### src/hw/rtl/itff_pkg.sv
// ----------------------------------------------------------------------------
// itff_pkg : shared types and constants for the first-frame parser
// Status codes, header constants and the request record passed from the
// decode front end to the result back end.
// ----------------------------------------------------------------------------
`default_nettype none

package itff_pkg;

  localparam int unsigned ByteW   = 8;
  localparam int unsigned LenW    = 32;
  localparam int unsigned CountW  = 7;
  localparam int unsigned StatusW = 3;
  localparam int unsigned CfgIdxW = 2;
  localparam int unsigned CfgW    = 32;
  localparam int unsigned QDepth  = 2;

  localparam logic [LenW-1:0] MAX_MESSAGE_LEN = 32'hffff_ffff;
  localparam logic [LenW-1:0] BUF_SIZE_RESET  = 32'd4095;

  // configuration register indexes
  localparam logic [CfgIdxW-1:0] CFG_EXT_ADDR = 2'd0;
  localparam logic [CfgIdxW-1:0] CFG_FD_MODE  = 2'd1;
  localparam logic [CfgIdxW-1:0] CFG_BUF_SIZE = 2'd2;

  // status codes
  localparam logic [StatusW-1:0] ST_OK        = 3'd0;
  localparam logic [StatusW-1:0] ST_NOT_FF    = 3'd1;
  localparam logic [StatusW-1:0] ST_BELOW_MIN = 3'd2;
  localparam logic [StatusW-1:0] ST_OVERFLOW  = 3'd3;
  localparam logic [StatusW-1:0] ST_BAD_SIZE  = 3'd4;
  localparam logic [StatusW-1:0] ST_TRUNC     = 3'd5;

  // PCI decode
  localparam logic [ByteW-1:0] PCI_TYPE_MASK = 8'hf0;
  localparam logic [ByteW-1:0] PCI_TYPE_FF   = 8'h10;
  localparam logic [ByteW-1:0] PCI_LEN_MASK  = 8'h0f;

  localparam logic [5:0]        MIN_LEN_CAN = 6'd8;
  localparam logic [5:0]        MIN_LEN_FD  = 6'd63;
  localparam logic [CountW-1:0] MAX_COPY    = 7'd64;

  // one request: an optional payload byte and an optional status result
  typedef struct packed {
    logic               pl_valid;
    logic [ByteW-1:0]   pl_byte;
    logic               st_valid;
    logic [StatusW-1:0] status;
    logic [ByteW-1:0]   ext_address;
    logic [LenW-1:0]    message_length;
    logic [CountW-1:0]  bytes_copied;
    logic [LenW-1:0]    bytes_remaining;
  } itff_req_t;

endpackage

`default_nettype wire

### src/hw/rtl/itff_front.sv
// ----------------------------------------------------------------------------
// itff_front : header decode and frame state
// Takes one frame byte per cycle unless the queue is full, walks the PCI /
// length header, and turns each byte into at most one back-end request.
// ----------------------------------------------------------------------------
`default_nettype none

module itff_front (
  input  wire logic                          clk,
  input  wire logic                          rst_n,
  input  wire logic                          cfg_wr_en,
  input  wire logic [itff_pkg::CfgIdxW-1:0]  cfg_index,
  input  wire logic [itff_pkg::CfgW-1:0]     cfg_wdata,
  input  wire logic                          in_valid,
  output logic                               in_ready,
  input  wire logic [itff_pkg::ByteW-1:0]    in_frame_byte,
  input  wire logic                          in_frame_end,
  input  wire logic                          q_full,
  output logic                               q_wr_en,
  output itff_pkg::itff_req_t                q_wr_data
);

  typedef enum logic [2:0] {
    PH_START, PH_PCI, PH_LEN_LO, PH_ESC, PH_DATA, PH_DROP
  } phase_t;

  phase_t                           phase_r, phase_nxt, phase_mid;
  logic [2:0]                       hdr_idx_r, hdr_idx_nxt, hdr_idx_mid;
  logic [itff_pkg::LenW-1:0]        len_r, len_nxt, len_mid;
  logic [itff_pkg::ByteW-1:0]       ext_r, ext_nxt, ext_mid;
  logic [itff_pkg::StatusW-1:0]     err_r, err_nxt, err_mid;
  logic [itff_pkg::CountW-1:0]      copy_r, copy_nxt, copy_mid;

  logic                             ext_en_r;
  logic                             fd_mode_r;
  logic [itff_pkg::LenW-1:0]        buf_size_r;

  logic                             fire;
  logic [itff_pkg::LenW-1:0]        len_cand;
  logic [5:0]                       min_len;
  logic                             check_en;

  assign in_ready = !q_full;
  assign fire     = in_valid && in_ready;
  assign min_len  = (fd_mode_r ? itff_pkg::MIN_LEN_FD : itff_pkg::MIN_LEN_CAN)
                    - {5'd0, ext_en_r};

  always_comb begin
    phase_mid   = phase_r;
    hdr_idx_mid = hdr_idx_r;
    len_mid     = len_r;
    ext_mid     = ext_r;
    err_mid     = err_r;
    copy_mid    = copy_r;
    len_cand    = len_r;
    check_en    = 1'b0;
    q_wr_data   = '0;

    case (phase_r)
      PH_START: begin
        ext_mid = '0;
        if (buf_size_r > itff_pkg::MAX_MESSAGE_LEN) begin
          err_mid   = itff_pkg::ST_BAD_SIZE;
          phase_mid = PH_DROP;
        end else if (ext_en_r) begin
          ext_mid   = in_frame_byte;
          phase_mid = PH_PCI;
        end else if ((in_frame_byte & itff_pkg::PCI_TYPE_MASK) != itff_pkg::PCI_TYPE_FF) begin
          err_mid   = itff_pkg::ST_NOT_FF;
          phase_mid = PH_DROP;
        end else begin
          len_mid   = {20'd0, in_frame_byte[3:0] & itff_pkg::PCI_LEN_MASK[3:0], 8'd0};
          phase_mid = PH_LEN_LO;
        end
      end
      PH_PCI: begin
        if ((in_frame_byte & itff_pkg::PCI_TYPE_MASK) != itff_pkg::PCI_TYPE_FF) begin
          err_mid   = itff_pkg::ST_NOT_FF;
          phase_mid = PH_DROP;
        end else begin
          len_mid   = {20'd0, in_frame_byte[3:0] & itff_pkg::PCI_LEN_MASK[3:0], 8'd0};
          phase_mid = PH_LEN_LO;
        end
      end
      PH_LEN_LO: begin
        len_cand = len_r | {24'd0, in_frame_byte};
        len_mid  = len_cand;
        if (len_cand == '0) begin
          hdr_idx_mid = '0;
          phase_mid   = PH_ESC;
        end else begin
          check_en = 1'b1;
        end
      end
      PH_ESC: begin
        len_cand    = {len_r[23:0], in_frame_byte};
        len_mid     = len_cand;
        hdr_idx_mid = hdr_idx_r + 3'd1;
        check_en    = hdr_idx_mid[2];
      end
      PH_DATA: begin
        if (({25'd0, copy_r} < len_r) && (copy_r < itff_pkg::MAX_COPY)) begin
          q_wr_data.pl_valid = 1'b1;
          q_wr_data.pl_byte  = in_frame_byte;
          copy_mid           = copy_r + 7'd1;
        end
      end
      default: begin
      end
    endcase

    // length checks against minimum and buffer capacity
    if (check_en) begin
      if (len_cand < {26'd0, min_len}) begin
        err_mid   = itff_pkg::ST_BELOW_MIN;
        phase_mid = PH_DROP;
      end else if (len_cand > buf_size_r) begin
        err_mid   = itff_pkg::ST_OVERFLOW;
        phase_mid = PH_DROP;
      end else begin
        copy_mid  = '0;
        phase_mid = PH_DATA;
      end
    end

    // end of frame: status request, then clear the frame state
    if (in_frame_end) begin
      q_wr_data.st_valid    = 1'b1;
      q_wr_data.ext_address = ext_mid;
      if (phase_mid == PH_DATA) begin
        q_wr_data.status          = itff_pkg::ST_OK;
        q_wr_data.message_length  = len_mid;
        q_wr_data.bytes_copied    = copy_mid;
        q_wr_data.bytes_remaining = len_mid - {25'd0, copy_mid};
      end else if (phase_mid == PH_DROP) begin
        q_wr_data.status = err_mid;
        if (err_mid == itff_pkg::ST_BELOW_MIN || err_mid == itff_pkg::ST_OVERFLOW) begin
          q_wr_data.message_length = len_mid;
        end
      end else begin
        q_wr_data.status = itff_pkg::ST_TRUNC;
      end
    end

    if (in_frame_end) begin
      phase_nxt   = PH_START;
      hdr_idx_nxt = '0;
      len_nxt     = '0;
      ext_nxt     = '0;
      err_nxt     = '0;
      copy_nxt    = '0;
    end else begin
      phase_nxt   = phase_mid;
      hdr_idx_nxt = hdr_idx_mid;
      len_nxt     = len_mid;
      ext_nxt     = ext_mid;
      err_nxt     = err_mid;
      copy_nxt    = copy_mid;
    end
  end

  assign q_wr_en = fire && (q_wr_data.pl_valid || q_wr_data.st_valid);

  always_ff @(posedge clk) begin
    if (!rst_n) begin
      phase_r    <= PH_START;
      hdr_idx_r  <= '0;
      len_r      <= '0;
      ext_r      <= '0;
      err_r      <= '0;
      copy_r     <= '0;
      ext_en_r   <= 1'b0;
      fd_mode_r  <= 1'b0;
      buf_size_r <= itff_pkg::BUF_SIZE_RESET;
    end else begin
      if (fire) begin
        phase_r   <= phase_nxt;
        hdr_idx_r <= hdr_idx_nxt;
        len_r     <= len_nxt;
        ext_r     <= ext_nxt;
        err_r     <= err_nxt;
        copy_r    <= copy_nxt;
      end
      if (cfg_wr_en) begin
        case (cfg_index)
          itff_pkg::CFG_EXT_ADDR: ext_en_r   <= cfg_wdata[0];
          itff_pkg::CFG_FD_MODE:  fd_mode_r  <= cfg_wdata[0];
          itff_pkg::CFG_BUF_SIZE: buf_size_r <= cfg_wdata;
          default: begin
          end
        endcase
      end
    end
  end

endmodule

`default_nettype wire

### src/hw/rtl/itff_queue.sv
// ----------------------------------------------------------------------------
// itff_queue : two-entry request queue
// Decouples header decode from result delivery.
// ----------------------------------------------------------------------------
`default_nettype none

module itff_queue (
  input  wire logic                clk,
  input  wire logic                rst_n,
  input  wire logic                wr_en,
  input  wire itff_pkg::itff_req_t wr_data,
  output logic                     full,
  output logic                     rd_valid,
  output itff_pkg::itff_req_t      rd_data,
  input  wire logic                rd_pop
);

  localparam int unsigned PtrW = $clog2(itff_pkg::QDepth);
  localparam int unsigned CntW = $clog2(itff_pkg::QDepth + 1);

  itff_pkg::itff_req_t mem_r [itff_pkg::QDepth];
  logic [PtrW-1:0]     wr_ptr_r, rd_ptr_r;
  logic [CntW-1:0]     count_r, count_nxt;

  assign full     = (count_r == CntW'(itff_pkg::QDepth));
  assign rd_valid = (count_r != '0);
  assign rd_data  = mem_r[rd_ptr_r];

  always_comb begin
    count_nxt = count_r;
    if (wr_en && !(rd_pop && rd_valid)) begin
      count_nxt = count_r + CntW'(1);
    end else if (!wr_en && rd_pop && rd_valid) begin
      count_nxt = count_r - CntW'(1);
    end
  end

  always_ff @(posedge clk) begin
    if (wr_en) begin
      mem_r[wr_ptr_r] <= wr_data;
    end
  end

  always_ff @(posedge clk) begin
    if (!rst_n) begin
      wr_ptr_r <= '0;
      rd_ptr_r <= '0;
      count_r  <= '0;
    end else begin
      if (wr_en) begin
        wr_ptr_r <= (wr_ptr_r == PtrW'(itff_pkg::QDepth - 1)) ? '0 : wr_ptr_r + PtrW'(1);
      end
      if (rd_pop && rd_valid) begin
        rd_ptr_r <= (rd_ptr_r == PtrW'(itff_pkg::QDepth - 1)) ? '0 : rd_ptr_r + PtrW'(1);
      end
      count_r <= count_nxt;
    end
  end

endmodule

`default_nettype wire

### src/hw/rtl/itff_back.sv
// ----------------------------------------------------------------------------
// itff_back : result delivery
// Plays out the head request as a payload result, a status result, or
// a payload result followed by a status result.
// ----------------------------------------------------------------------------
`default_nettype none

module itff_back (
  input  wire logic                              clk,
  input  wire logic                              rst_n,
  input  wire logic                              q_valid,
  input  wire itff_pkg::itff_req_t               q_data,
  output logic                                   q_pop,
  output logic                                   out_valid,
  input  wire logic                              out_ready,
  output logic                                   out_kind,
  output logic [itff_pkg::ByteW-1:0]             out_payload_byte,
  output logic [itff_pkg::StatusW-1:0]           out_status,
  output logic [itff_pkg::ByteW-1:0]             out_ext_address,
  output logic [itff_pkg::LenW-1:0]              out_message_length,
  output logic [itff_pkg::CountW-1:0]            out_bytes_copied,
  output logic [itff_pkg::LenW-1:0]              out_bytes_remaining,
  output logic                                   out_last
);

  logic pl_sent_r, pl_sent_nxt;
  logic show_pl;
  logic out_fire;

  assign show_pl   = q_data.pl_valid && !pl_sent_r;
  assign out_valid = q_valid;
  assign out_fire  = out_valid && out_ready;

  always_comb begin
    out_kind            = 1'b1;
    out_payload_byte    = '0;
    out_status          = q_data.status;
    out_ext_address     = q_data.ext_address;
    out_message_length  = q_data.message_length;
    out_bytes_copied    = q_data.bytes_copied;
    out_bytes_remaining = q_data.bytes_remaining;
    out_last            = 1'b1;
    if (show_pl) begin
      out_kind            = 1'b0;
      out_payload_byte    = q_data.pl_byte;
      out_status          = itff_pkg::ST_OK;
      out_ext_address     = '0;
      out_message_length  = '0;
      out_bytes_copied    = '0;
      out_bytes_remaining = '0;
      out_last            = !q_data.st_valid;
    end
  end

  always_comb begin
    q_pop       = 1'b0;
    pl_sent_nxt = pl_sent_r;
    if (out_fire) begin
      if (show_pl && q_data.st_valid) begin
        pl_sent_nxt = 1'b1;
      end else begin
        q_pop       = 1'b1;
        pl_sent_nxt = 1'b0;
      end
    end
  end

  always_ff @(posedge clk) begin
    if (!rst_n) begin
      pl_sent_r <= 1'b0;
    end else begin
      pl_sent_r <= pl_sent_nxt;
    end
  end

endmodule

`default_nettype wire

### src/hw/rtl/iso_tp_first_frame_parser.sv
// ----------------------------------------------------------------------------
// iso_tp_first_frame_parser : first-frame header decode and payload pass-out
// A byte's request is written to the queue when the byte is accepted and
// shows at the output from the queue head. One byte per cycle while the
// queue has room; payload goes out before status on the single result port.
// Reset (synchronous, rst_n low): frame state idle, queue empty, registers
// to ext_addr_present 0, fd_mode 0, buffer_size 4095.
// ----------------------------------------------------------------------------
`default_nettype none

module iso_tp_first_frame_parser (
  input  wire logic                              clk,
  input  wire logic                              rst_n,
  // configuration
  input  wire logic                              cfg_wr_en,
  input  wire logic [itff_pkg::CfgIdxW-1:0]      cfg_index,
  input  wire logic [itff_pkg::CfgW-1:0]         cfg_wdata,
  // frame bytes in
  input  wire logic                              in_valid,
  output logic                                   in_ready,
  input  wire logic [itff_pkg::ByteW-1:0]        in_frame_byte,
  input  wire logic                              in_frame_end,
  // results out
  output logic                                   out_valid,
  input  wire logic                              out_ready,
  output logic                                   out_kind,
  output logic [itff_pkg::ByteW-1:0]             out_payload_byte,
  output logic [itff_pkg::StatusW-1:0]           out_status,
  output logic [itff_pkg::ByteW-1:0]             out_ext_address,
  output logic [itff_pkg::LenW-1:0]              out_message_length,
  output logic [itff_pkg::CountW-1:0]            out_bytes_copied,
  output logic [itff_pkg::LenW-1:0]              out_bytes_remaining,
  output logic                                   out_last
);

  // Front end decodes each byte into at most one request; the queue holds
  // requests so header decode keeps running during output stalls until full.
  logic                q_full;
  logic                q_wr_en;
  itff_pkg::itff_req_t q_wr_data;
  logic                q_valid;
  itff_pkg::itff_req_t q_rd_data;
  logic                q_pop;

  itff_front u_front (
    .clk           (clk),
    .rst_n         (rst_n),
    .cfg_wr_en     (cfg_wr_en),
    .cfg_index     (cfg_index),
    .cfg_wdata     (cfg_wdata),
    .in_valid      (in_valid),
    .in_ready      (in_ready),
    .in_frame_byte (in_frame_byte),
    .in_frame_end  (in_frame_end),
    .q_full        (q_full),
    .q_wr_en       (q_wr_en),
    .q_wr_data     (q_wr_data)
  );

  // two entries: a new byte is taken while the previous request drains
  itff_queue u_queue (
    .clk      (clk),
    .rst_n    (rst_n),
    .wr_en    (q_wr_en),
    .wr_data  (q_wr_data),
    .full     (q_full),
    .rd_valid (q_valid),
    .rd_data  (q_rd_data),
    .rd_pop   (q_pop)
  );

  // back end: payload result first, status result last
  itff_back u_back (
    .clk                 (clk),
    .rst_n               (rst_n),
    .q_valid             (q_valid),
    .q_data              (q_rd_data),
    .q_pop               (q_pop),
    .out_valid           (out_valid),
    .out_ready           (out_ready),
    .out_kind            (out_kind),
    .out_payload_byte    (out_payload_byte),
    .out_status          (out_status),
    .out_ext_address     (out_ext_address),
    .out_message_length  (out_message_length),
    .out_bytes_copied    (out_bytes_copied),
    .out_bytes_remaining (out_bytes_remaining),
    .out_last            (out_last)
  );

endmodule

`default_nettype wire

### config.mk
export PLATFORM = sky130hd
export DESIGN_NAME = iso_tp_first_frame_parser
export DESIGN_NICKNAME = d
export VERILOG_FILES = /design/src/hw/rtl/itff_pkg.sv /design/src/hw/rtl/itff_front.sv /design/src/hw/rtl/itff_queue.sv /design/src/hw/rtl/itff_back.sv /design/src/hw/rtl/iso_tp_first_frame_parser.sv
export SDC_FILE = /design/constraint.sdc
export NUM_CORES = 1
export LEC_CHECK = 0
export ABC_AREA = 1
export BUFFER_PORTS_ARGS = -buffer_cell sky130_fd_sc_hd__buf_2
export CORE_MARGIN = 3
export CORE_UTILIZATION = 65
export DETAILED_ROUTE_END_ITERATION = 8
export GPL_TIMING_DRIVEN = 0
export PLACE_DENSITY = 0.94
export SYNTH_ARGS = -nofsm -noshare
export SYNTH_HDL_FRONTEND = slang
export SYNTH_SLANG_ARGS = --single-unit
### constraint.sdc
create_clock -name clk -period 14.7 [get_ports clk]
set_clock_uncertainty 0.2 [all_clocks]
set_input_delay 0.735 -clock clk [delete_from_list [all_inputs] [get_ports clk]]
set_output_delay 0.735 -clock clk [all_outputs]
set_load 0.005 [all_outputs]
==> flow_metrics.env, run 1 <==
export IMPL_status="completed"
export IMPL_ir_worst_vdd_mv=0.110
export IMPL_layout_area_seq_um2=7450
export IMPL_rows=55
export IMPL_cellLeakagePower_nw=8.22
export IMPL_r2r_setup_slack_ns=8.41
export IMPL_wl_met3_um=4600
export IMPL_power_density_nw_per_um2=109
export IMPL_multi_input_area_um2=6460
export IMPL_clockBufferDepth=3
export IMPL_grt_max_degree=35
export IMPL_worst_slew_pin_slew_ns=0.984
export IMPL_wl_met1_um=17000
export IMPL_gp_congestion=0.974
export IMPL_clk_latency_ns=0.55
export IMPL_synth_top_family_by_area="simple AND/OR/NAND/NOR gates"
export IMPL_htreeDepth=1
export IMPL_portBuffers=141
export IMPL_postCtsHoldBufs=0
export IMPL_grt_total_usage=0.341
export IMPL_vias=14300
export IMPL_ys_warn_count=0
export IMPL_period_needed_ns=6.29
export IMPL_arrival_ns=6.38
export IMPL_ys_seq_area_frac=0.489
export IMPL_setup_viol=0
export IMPL_maxSlewViolCount=0
export IMPL_yosysTopAreaCell="edfxtp_1"
export IMPL_cts_made_buffers=29
export IMPL_cap_violations=0
export IMPL_fin_cells=2525
export IMPL_synth_xor_xnor_area_share=0.0115
export IMPL_min_from="cfg_wdata[1]"
export IMPL_diodes=0
export IMPL_critPathKind="register to register"
export IMPL_drc=0
export IMPL_syn_area_um2=15200
export IMPL_dr_max_layer_used="met4"
export IMPL_core_region_area_um2=22800
export IMPL_ys_flop_type="edfxtp_1"
export IMPL_drt_initial_drc_count=1894
export IMPL_path_clk_slew_ns=0.06
export IMPL_boundaryPins=142
export IMPL_routed_wl_met2_um=21000
export IMPL_die_height_um=159
export IMPL_ys_types=41
export IMPL_period_share=0.428
export IMPL_yosysTopAreaCellShare=0.363
export IMPL_gr_total_overflow=0
export IMPL_r2r_start="u_front.phase_r[1]"
export IMPL_slew_headroom=0.342
export IMPL_synth_edff_count=184
export IMPL_cts_sinks=280
export IMPL_synth_fp_nets=2118
export IMPL_areaGrowthSynthToFinish_pct=13.7
export IMPL_cp_max_fo=10
export IMPL_synth_area_top_cells="edfxtp_1 36%, nand2_1 19%, dfxtp_1 13%"
export IMPL_syn_instance_count=2014
export IMPL_place_inst=2472
export IMPL_fp_dieW_um=159
export IMPL_start_util=0.667
export IMPL_antenna_found_initial=0
export IMPL_cts_tree="built"
export IMPL_drive_above_1_share=0.100
export IMPL_synth_async_sr_flop_share=0
export IMPL_wire_per_inst_um=17.5
export IMPL_synth_compound_area_frac=0.0846
export IMPL_ys_ff_latch=280
export IMPL_cp_end_kind="register"
export IMPL_fillers=1669
export IMPL_synth_simple_area_share=0.281
export IMPL_min_path_cells=3
export IMPL_synth_fa_ha_area_frac=0.0465
export IMPL_dpl_hpwl_um=32800
export IMPL_ant_nets=0
export IMPL_fin_setup_tns_ns=0
export IMPL_grt_setup_unrepaired="false"
export IMPL_hold_end="u_front.buf_size_r[1]"
export IMPL_wirelength_um=44100
export IMPL_ctsResizeCount=0
export IMPL_crit_path_start_kind="register"
export IMPL_grt_pass1_vias=13700
export IMPL_drt_pass1_iter_count=6
export IMPL_vias_per_cell=5.68
export IMPL_worstRegToRegCells=34
export IMPL_critPathSlowestCell="dfxtp_1"
export IMPL_grt_pass1_wl_um=70000
export IMPL_r2r_end="u_queue.mem_r[0][16]"
export IMPL_slowest_delay_ns=0.47
export IMPL_fmaxAchievable_mhz=159
export IMPL_hp_class="input port to register"
export IMPL_hold_viol_final=0
export IMPL_cts_root_buf="clkbuf_16"
export IMPL_utilization=0.758
export IMPL_avgSynthCellArea_um2=7.56
export IMPL_synth_mux_area_fraction=0
export IMPL_cp_common_cell="nand2_1"
export IMPL_layout_nets=2294
export IMPL_cts_setup_buffers=0
export IMPL_cp_required_ns=14.79
export IMPL_dieArea_um2=25300
final cells by class:
type,instances,area share
multi-input cells,1391,0.373
clock inverters,17,0.00780
repair buffers,145,0.0454
clock buffers,36,0.0440
well taps,313,0.0226
inverters,260,0.0563
plain buffers,83,0.0209
flip-flops and latches,280,0.430
worst max-delay path by stage:
stage | from | end | slack, ns | depth (start not counted)
4_1_cts | u_front.phase_r[1] | u_queue.mem_r[0][16] | 8.63 | 34
3_5_place_dp | u_front.phase_r[1] | u_queue.mem_r[0][16] | 8.63 | 34
3_3_place_gp | u_front.phase_r[0] | u_queue.mem_r[1][57] | 6.45 | 10
5_1_grt | u_front.phase_r[1] | u_queue.mem_r[1][16] | 8.08 | 34
2_1_floorplan | u_front.len_r[5] | u_queue.mem_r[1][0] | 8.69 | 10
6_report | u_front.phase_r[1] | u_queue.mem_r[0][16] | 8.41 | 34
layer usage:
metal / vias to the layer above / global-route usage
met5: - / 0
met3: 122 / 0.0481
met4: 0 / 0.108
li1: 6749 / -
met2: 869 / 0.586
met1: 6595 / 0.451
critical path: cells and delay by family, from the launching register on:
family / cells / cell delay (ns)
fa+ha+maj: 3 / 0.92
flops: 1 / 0.47
buf+inv: 4 / 0.86
simple gates: 22 / 2.29
compound gates: 4 / 1.05
xor+xnor: 1 / 0.22
cell families after synthesis:
family	count (synthesis)
buffers and inverters	343
adders and majority gates	56
DFF	280
and+or+nand+nor	1076
xor gates and xnor gates	20
AOI/OAI and AO/OA	239
cell usage after synthesis (5+ instances only):
| master | number |
|---|---|
| nand2_1 | 759 |
| inv_1 | 256 |
| nor2_1 | 203 |
| edfxtp_1 | 184 |
| a21oi_1 | 115 |
| dfxtp_1 | 96 |
| o21ai_0 | 71 |
| clkbuf_1 | 63 |
| nand3_1 | 62 |
| ha_1 | 55 |
| nand4_1 | 18 |
| o211ai_1 | 15 |
| o21ai_1 | 14 |
| buf_2 | 13 |
| xor2_1 | 13 |
| nor3_1 | 11 |
| o21a_1 | 8 |
| xnor2_1 | 7 |
| buf_4 | 5 |
registers in the layout, indices dropped and copies added, names as in the netlist, named ones only:
register            flops
u_queue.count_r         2
u_queue.wr_ptr_r        1
u_queue.rd_ptr_r        1
u_queue.mem_r         184
u_front.fd_mode_r       1
u_front.copy_r          7
u_front.ext_en_r        1
u_front.len_r          32
u_front.hdr_idx_r       3
u_front.err_r           3
u_front.buf_size_r     32
u_back.pl_sent_r        1
u_front.phase_r         3
u_front.ext_r           8
power breakdown:
group          total [mW]  internal, mW  switching (mW)
combinational       0.302        0.0955           0.207
clock               0.702         0.400           0.302
sequential          0.877         0.866          0.0112
total                1.88          1.36           0.520
metrics by stage:
stage / cell area (µm²) / setup WS (ns) / total power [mW] / hold slack (ns)
floorplan: 15200 / 8.69 / 1.07 / 0.212
global placement: 16300 / 6.45 / 1.18 / 0.221
detailed placement: 16400 / 8.63 / 1.19 / 0.222
CTS: 17300 / 8.63 / 1.88 / 0.198
global route: 17300 / 8.08 / 1.95 / 0.223
finish: 17300 / 8.41 / 1.88 / 0.203
layout by cell type, fill, tap and decap left out, drive strengths merged, types with 4 or more instances in the layout:
master	n
nand4	18
clkbuf	99
o22ai	4
xor2	13
nand3	64
a21oi	115
o21a	8
nor3	11
o21ai	85
nand2	761
o211ai	15
dfxtp	96
buf	165
a22oi	4
clkinv	13
xnor2	7
edfxtp	184
inv	259
nor2	210
ha	55
No activity file was read; power rests on OpenSTA's default activity.
==> inputs of run 2 (changes only) <==
- CORE_UTILIZATION: 65 -> 60
- PLACE_DENSITY: 0.94 -> 0.88
- clock period: 14.7 -> 6.03 ns (I/O delays scaled with it)
==> run 2 against run 1 <==
Compared with the run above: register-to-register slack got worse by 8.0 ns; hold slack got worse by 0.18 ns; core utilization fell by 3.6 points; cell count rose by 2.2%; via count fell by 0.12%; worst setup slack got worse by 8.0 ns; global-route usage fell by 1.3 points; sequential power rose by 140%; first-iteration DRC count fell by 12%; sequential cell count did not move; power rose by 150%.
==> flow_metrics.env, run 2 (synthesis results as in run 1) <==
export IMPL_maxSlewViolCount=0
export IMPL_arrival_ns=5.74
export IMPL_cp_required_ns=6.13
export IMPL_setup_viol=0
export IMPL_min_path_cells=3
export IMPL_layout_nets=2337
export IMPL_cts_tree="built"
export IMPL_critPathSlowestCell="dfxtp_1"
export IMPL_largest_register="u_queue.mem_r"
export IMPL_crit_path_start_kind="register"
export IMPL_grt_total_usage=0.328
export IMPL_r2r_setup_slack_ns=0.38
export IMPL_grt_max_degree=35
export IMPL_fp_dieW_um=165
export IMPL_critPathKind="register to register"
export IMPL_detailedPlace_worstSlack_ns=0.156
export IMPL_drt_pass1_iter_count=6
export IMPL_cap_violations=0
export IMPL_fin_ws_ns=0.385
export IMPL_place_inst=2483
export IMPL_cts_made_buffers=29
export IMPL_r2r_start="u_front.phase_r[1]"
export IMPL_drt_initial_drc_count=1667
export IMPL_min_from="in_frame_byte[4]"
export IMPL_wire_per_inst_um=17.6
export IMPL_htreeDepth=1
export IMPL_clockBufferDepth=3
export IMPL_vias=14300
export IMPL_areaGrowthSynthToFinish_pct=16.7
export IMPL_largestRegisters="u_queue.mem_r (184), u_front.buf_size_r (32), u_front.len_r (32)"
export IMPL_grt_pass1_vias=13700
export IMPL_path_clk_slew_ns=0.06
export IMPL_hold_end="u_queue.mem_r[0][87]"
export IMPL_ant_nets=0
export IMPL_largest_reg_flops=184
export IMPL_die_height_um=165
export IMPL_hp_class="input port to register"
export IMPL_hold_viol_final=0
export IMPL_rows=57
export IMPL_portBuffers=141
export IMPL_wirelength_um=45300
export IMPL_cts_root_buf="clkbuf_16"
export IMPL_cellLeakagePower_nw=8.41
export IMPL_cts_sinks=280
export IMPL_fmaxAchievable_mhz=177
export IMPL_worst_slew_pin_slew_ns=0.914
export IMPL_boundaryPins=142
export IMPL_fin_setup_tns_ns=0
export IMPL_period_share=0.936
export IMPL_drc=0
export IMPL_vias_per_cell=5.55
export IMPL_grt_pass1_wl_um=70400
export IMPL_period_needed_ns=5.65
export IMPL_final_cell_mix="759 x nand2_1, 256 x inv_1, 200 x nor2_1"
export IMPL_ir_worst_vdd_mv=0.198
export IMPL_status="completed"
export IMPL_r2r_end="u_queue.mem_r[1][28]"
export IMPL_final_common_cell="nand2_1"
export IMPL_drive_above_1_share=0.0997
export IMPL_gp_congestion=0.994
export IMPL_core_region_area_um2=24600
export IMPL_slowest_delay_ns=0.45
export IMPL_clk_latency_ns=0.56
export IMPL_fin_cells=2580
export IMPL_slew_headroom=0.390
export IMPL_diodes=0
export IMPL_antenna_found_initial=0
export IMPL_dpl_hpwl_um=31600
export IMPL_cp_end_kind="register"
export IMPL_start_util=0.619
export IMPL_gr_total_overflow=0
export IMPL_cp_max_fo=10
export IMPL_cp_common_cell="nand2_1"
export IMPL_worstRegToRegCells=30
export IMPL_fillers=1833
export IMPL_power_density_nw_per_um2=260
export IMPL_dieArea_um2=27300
export IMPL_grt_setup_unrepaired="false"
-- run 2: worst max-delay path by stage --
stage / from / endpoint / slack, ns / cells past startpoint
after global placement: u_front.len_r[6] / u_queue.mem_r[1][21] / -2.13 / 12
after global routing: u_front.phase_r[1] / u_queue.mem_r[1][30] / 0.02 / 30
after floorplan: u_front.len_r[5] / u_queue.mem_r[1][0] / 0.02 / 10
after CTS: u_front.phase_r[1] / u_queue.mem_r[0][28] / 0.12 / 34
final: u_front.phase_r[1] / u_queue.mem_r[1][28] / 0.38 / 30
after detailed placement: u_front.phase_r[1] / u_queue.mem_r[1][28] / 0.16 / 34
-- run 2: area by class of cell --
cell class	count	area, µm²	share of cell area
sequential	280	7450	0.419
multi-input combinational	1391	6470	0.364
timing repair buffer	188	1220	0.0684
inverter	260	976	0.0549
clock buffer	45	796	0.0448
tap	324	405	0.0228
buffer	83	363	0.0204
clock inverter	9	106	0.00598
-- run 2: per-stage QoR --
stage | total power, mW | util | instance area (µm²) | hold slack [ns]
2_1_floorplan | 2.61 | - | 15200 | 0.200
3_3_place_gp | 2.87 | 0.664 | 16300 | 0.222
3_5_place_dp | 2.89 | 0.668 | 16400 | 0.228
4_1_cts | 4.61 | 0.722 | 17800 | 0.0143
5_1_grt | 4.79 | 0.723 | 17800 | 0.0381
6_report | 4.62 | 0.723 | 17800 | 0.0213
-- run 2: repair_timing --
item | 4_1_cts | 5_1_grt
hold buffers | 43 | 0
gates resized for setup | 0 | 6
setup endpoints to repair | 0 | 24
setup buffers | 0 | 0
hold endpoints to repair | 38 | 0
-- run 2: layer usage --
layer | part of all wire | GRT usage | up-vias
li1 | - | - | 6843
met1 | 0.39 | 0.425 | 6487
met2 | 0.47 | 0.551 | 823
met3 | 0.094 | 0.0444 | 165
met4 | 0.051 | 0.152 | 0
met5 | 0 | 0 | -
-- run 2: power by group --
group	internal [mW]	switching (mW)	leakage, nW
combinational	0.251	0.502	5.52
clock	0.992	0.740	0.429
sequential	2.11	0.0265	2.45
-- run 2: critical path: cells and delay by family (launching register included) --
| family | cells | cell delay (ns) |
|---|---|---|
| AO/OA/AOI/OAI | 5 | 1.10 |
| adder cells (fa/ha/maj) | 3 | 0.96 |
| buffers and inverters | 3 | 0.55 |
| flip-flops | 1 | 0.45 |
| AND/OR/NAND/NOR | 19 | 2.11 |
==> inputs of run 3 (changes only) <==
- CORE_UTILIZATION: 60 -> 30
- GPL_TIMING_DRIVEN: 0 -> not set
- PLACE_DENSITY: 0.88 -> 0.54
==> run 3 against run 2 <==
Compared with the run above: critical path depth shrank 2; clock-buffer cell count up 1; sequential share of layout area is 0.98 points lower; wire length down 1.2%; sequential power is essentially flat; register-to-register slack gained 0.15 ns; non-clock buffer count decreased by 58; clock power is 17% higher; worst setup slack gained 0.15 ns; largest power group unchanged; die area rose by 96%; core utilization decreased by 36 points.
==> flow_metrics.env, run 3 (synthesis results as in run 1) <==
export IMPL_status="completed"
export IMPL_dpl_hpwl_um=31900
export IMPL_total_power_mw=4.87
export IMPL_rows=81
export IMPL_worst_slew_pin_slew_ns=1.01
export IMPL_cts_sinks=280
export IMPL_grt_pass1_vias=12300
export IMPL_cts_root_buf="clkbuf_16"
export IMPL_htreeDepth=2
export IMPL_hold_viol_final=0
export IMPL_setup_viol=0
export IMPL_switchingPower_mw=1.31
export IMPL_largest_reg_flops=184
export IMPL_die_height_um=231
export IMPL_drt_initial_drc_count=1055
export IMPL_slew_headroom=0.327
export IMPL_cp_common_cell="nand2_1"
export IMPL_utilization=0.367
export IMPL_grt_setup_unrepaired="false"
export IMPL_fmaxAchievable_mhz=182
export IMPL_final_cell_mix="759 x nand2_1, 254 x inv_1, 200 x nor2_1"
export IMPL_multi_input_area_um2=6480
export IMPL_final_common_cell="nand2_1"
export IMPL_fin_area_um2=18200
export IMPL_dieArea_um2=53500
export IMPL_crit_start="u_front.phase_r[2]"
export IMPL_largestRegisters="u_queue.mem_r (184), u_front.buf_size_r (32), u_front.len_r (32)"
export IMPL_vias=13300
export IMPL_ant_nets=0
export IMPL_critPathSlowestCell="dfxtp_1"
export IMPL_areaGrowthSynthToFinish_pct=19.5
export IMPL_hp_class="input port to register"
export IMPL_wl_met1_um=21900
export IMPL_core_region_area_um2=49600
export IMPL_drc=0
export IMPL_worstRegToRegCells=28
export IMPL_cap_violations=0
export IMPL_fin_setup_tns_ns=0
export IMPL_power_density_nw_per_um2=267
export IMPL_largest_register="u_queue.mem_r"
export IMPL_cp_end_kind="register"
export IMPL_clk_latency_ns=0.55
export IMPL_dpl_cell_area_um2=16700
export IMPL_arrival_ns=5.56
export IMPL_clockBufferDepth=3
export IMPL_fillers=5140
export IMPL_antenna_found_initial=0
export IMPL_boundaryPins=142
export IMPL_drive_above_1_share=0.111
export IMPL_intPower_mw=3.56
export IMPL_wl_met3_um=2240
export IMPL_ir_worst_vdd_mv=0.143
export IMPL_hold_slack_ns=0.0703
export IMPL_power_frac_comb=0.147
export IMPL_fp_dieW_um=231
export IMPL_pwr_share_clk=0.415
export IMPL_layout_nets=2285
export IMPL_cp_required_ns=6.10
export IMPL_diodes=0
export IMPL_wire_per_inst_um=15.6
export IMPL_crit_path_end="u_queue.mem_r[1][20]"
export IMPL_drt_pass1_iter_count=8
export IMPL_grt_pass1_wl_um=69700
export IMPL_seqPwrFrac=0.438
export IMPL_path_clk_slew_ns=0.06
export IMPL_gp_congestion=0.924
export IMPL_crit_path_start_kind="register"
export IMPL_grt_total_usage=0.164
export IMPL_cellLeakagePower_nw=8.49
export IMPL_gr_total_overflow=0
export IMPL_maxSlewViolCount=0
export IMPL_vias_per_cell=4.62
export IMPL_cts_made_buffers=34
export IMPL_wirelength_um=44800
export IMPL_r2r_setup_slack_ns=0.53
export IMPL_period_needed_ns=5.50
export IMPL_p_sw_frac=0.269
export IMPL_grt_max_degree=73
export IMPL_r2r_end="u_queue.mem_r[1][20]"
export IMPL_routed_wl_met2_um=19800
export IMPL_dr_max_layer_used="met4"
export IMPL_portBuffers=141
export IMPL_start_util=0.307
export IMPL_cts_tree="built"
export IMPL_layout_area_seq_um2=7450
export IMPL_critPathKind="register to register"
export IMPL_cp_max_fo=21
export IMPL_period_share=0.911
export IMPL_r2r_start="u_front.phase_r[2]"
export IMPL_slowest_delay_ns=0.58
## run 3: metrics by stage
stage / setup slack (ns) / instances
finish: 0.534 / 2869
global route: 0.0590 / 2869
CTS: 0.482 / 2865
detailed placement: 0.481 / 2766
global placement: 0.601 / 2766
floorplan: 0.0179 / 2014
## run 3: layout make-up
class                   instances  area share
clock inverters                14     0.00900
inverters                     260      0.0536
multi-input cells            1392       0.356
well taps                     664      0.0456
clock buffers                  46      0.0509
repair buffers                213      0.0759
flip-flops and latches        280       0.409
## run 3: repair_timing
item                                    CTS  global route
gates resized for setup                   0             1
endpoints found under the hold margin    35             0
buffers inserted                          0             3
endpoints found under the setup margin    0            20
hold buffers                             39             0
## run 3: critical path, delay by kind of cell (launching register included)
| family | cells | cell delay, ns |
|---|---|---|
| DFF | 1 | 0.58 |
| and+or+nand+nor | 16 | 1.81 |
| buffers and inverters | 3 | 0.49 |
| adders and majority gates | 3 | 0.92 |
| xor gates and xnor gates | 1 | 0.14 |
| AOI/OAI and AO/OA | 5 | 1.03 |
## run 3: metal layers
layer | global-route usage | vias to the layer above
li1 | - | 6726
met1 | 0.239 | 6139
met2 | 0.254 | 342
met3 | 0.0254 | 51
met4 | 0.0395 | 0
met5 | 0 | -
## run 3: worst min-delay path by stage
stage,start,to,slack [ns],cells after the start
finish,in_frame_byte[0],u_queue.mem_r[1][83],0.07,3
global route,in_frame_byte[0],u_queue.mem_r[1][83],0.08,3
CTS,in_frame_byte[3],u_queue.mem_r[0][86],0.05,3
detailed placement,u_queue.rd_ptr_r,register,0.24,1
global placement,u_front.err_r[2],u_front.err_r[2],0.23,2
floorplan,in_frame_end,u_queue.mem_r[0][82],0.20,0
## run 3: power by group through the flow
| stage | logic, mW | clock network, mW | registers [mW] |
|---|---|---|---|
| floorplan | 0.430 | 0 | 2.18 |
| global placement | 0.710 | 0 | 2.17 |
| detailed placement | 0.711 | 0 | 2.17 |
| CTS | 0.732 | 2.06 | 2.13 |
| global route | 0.818 | 2.15 | 2.14 |
| finish | 0.716 | 2.02 | 2.13 |
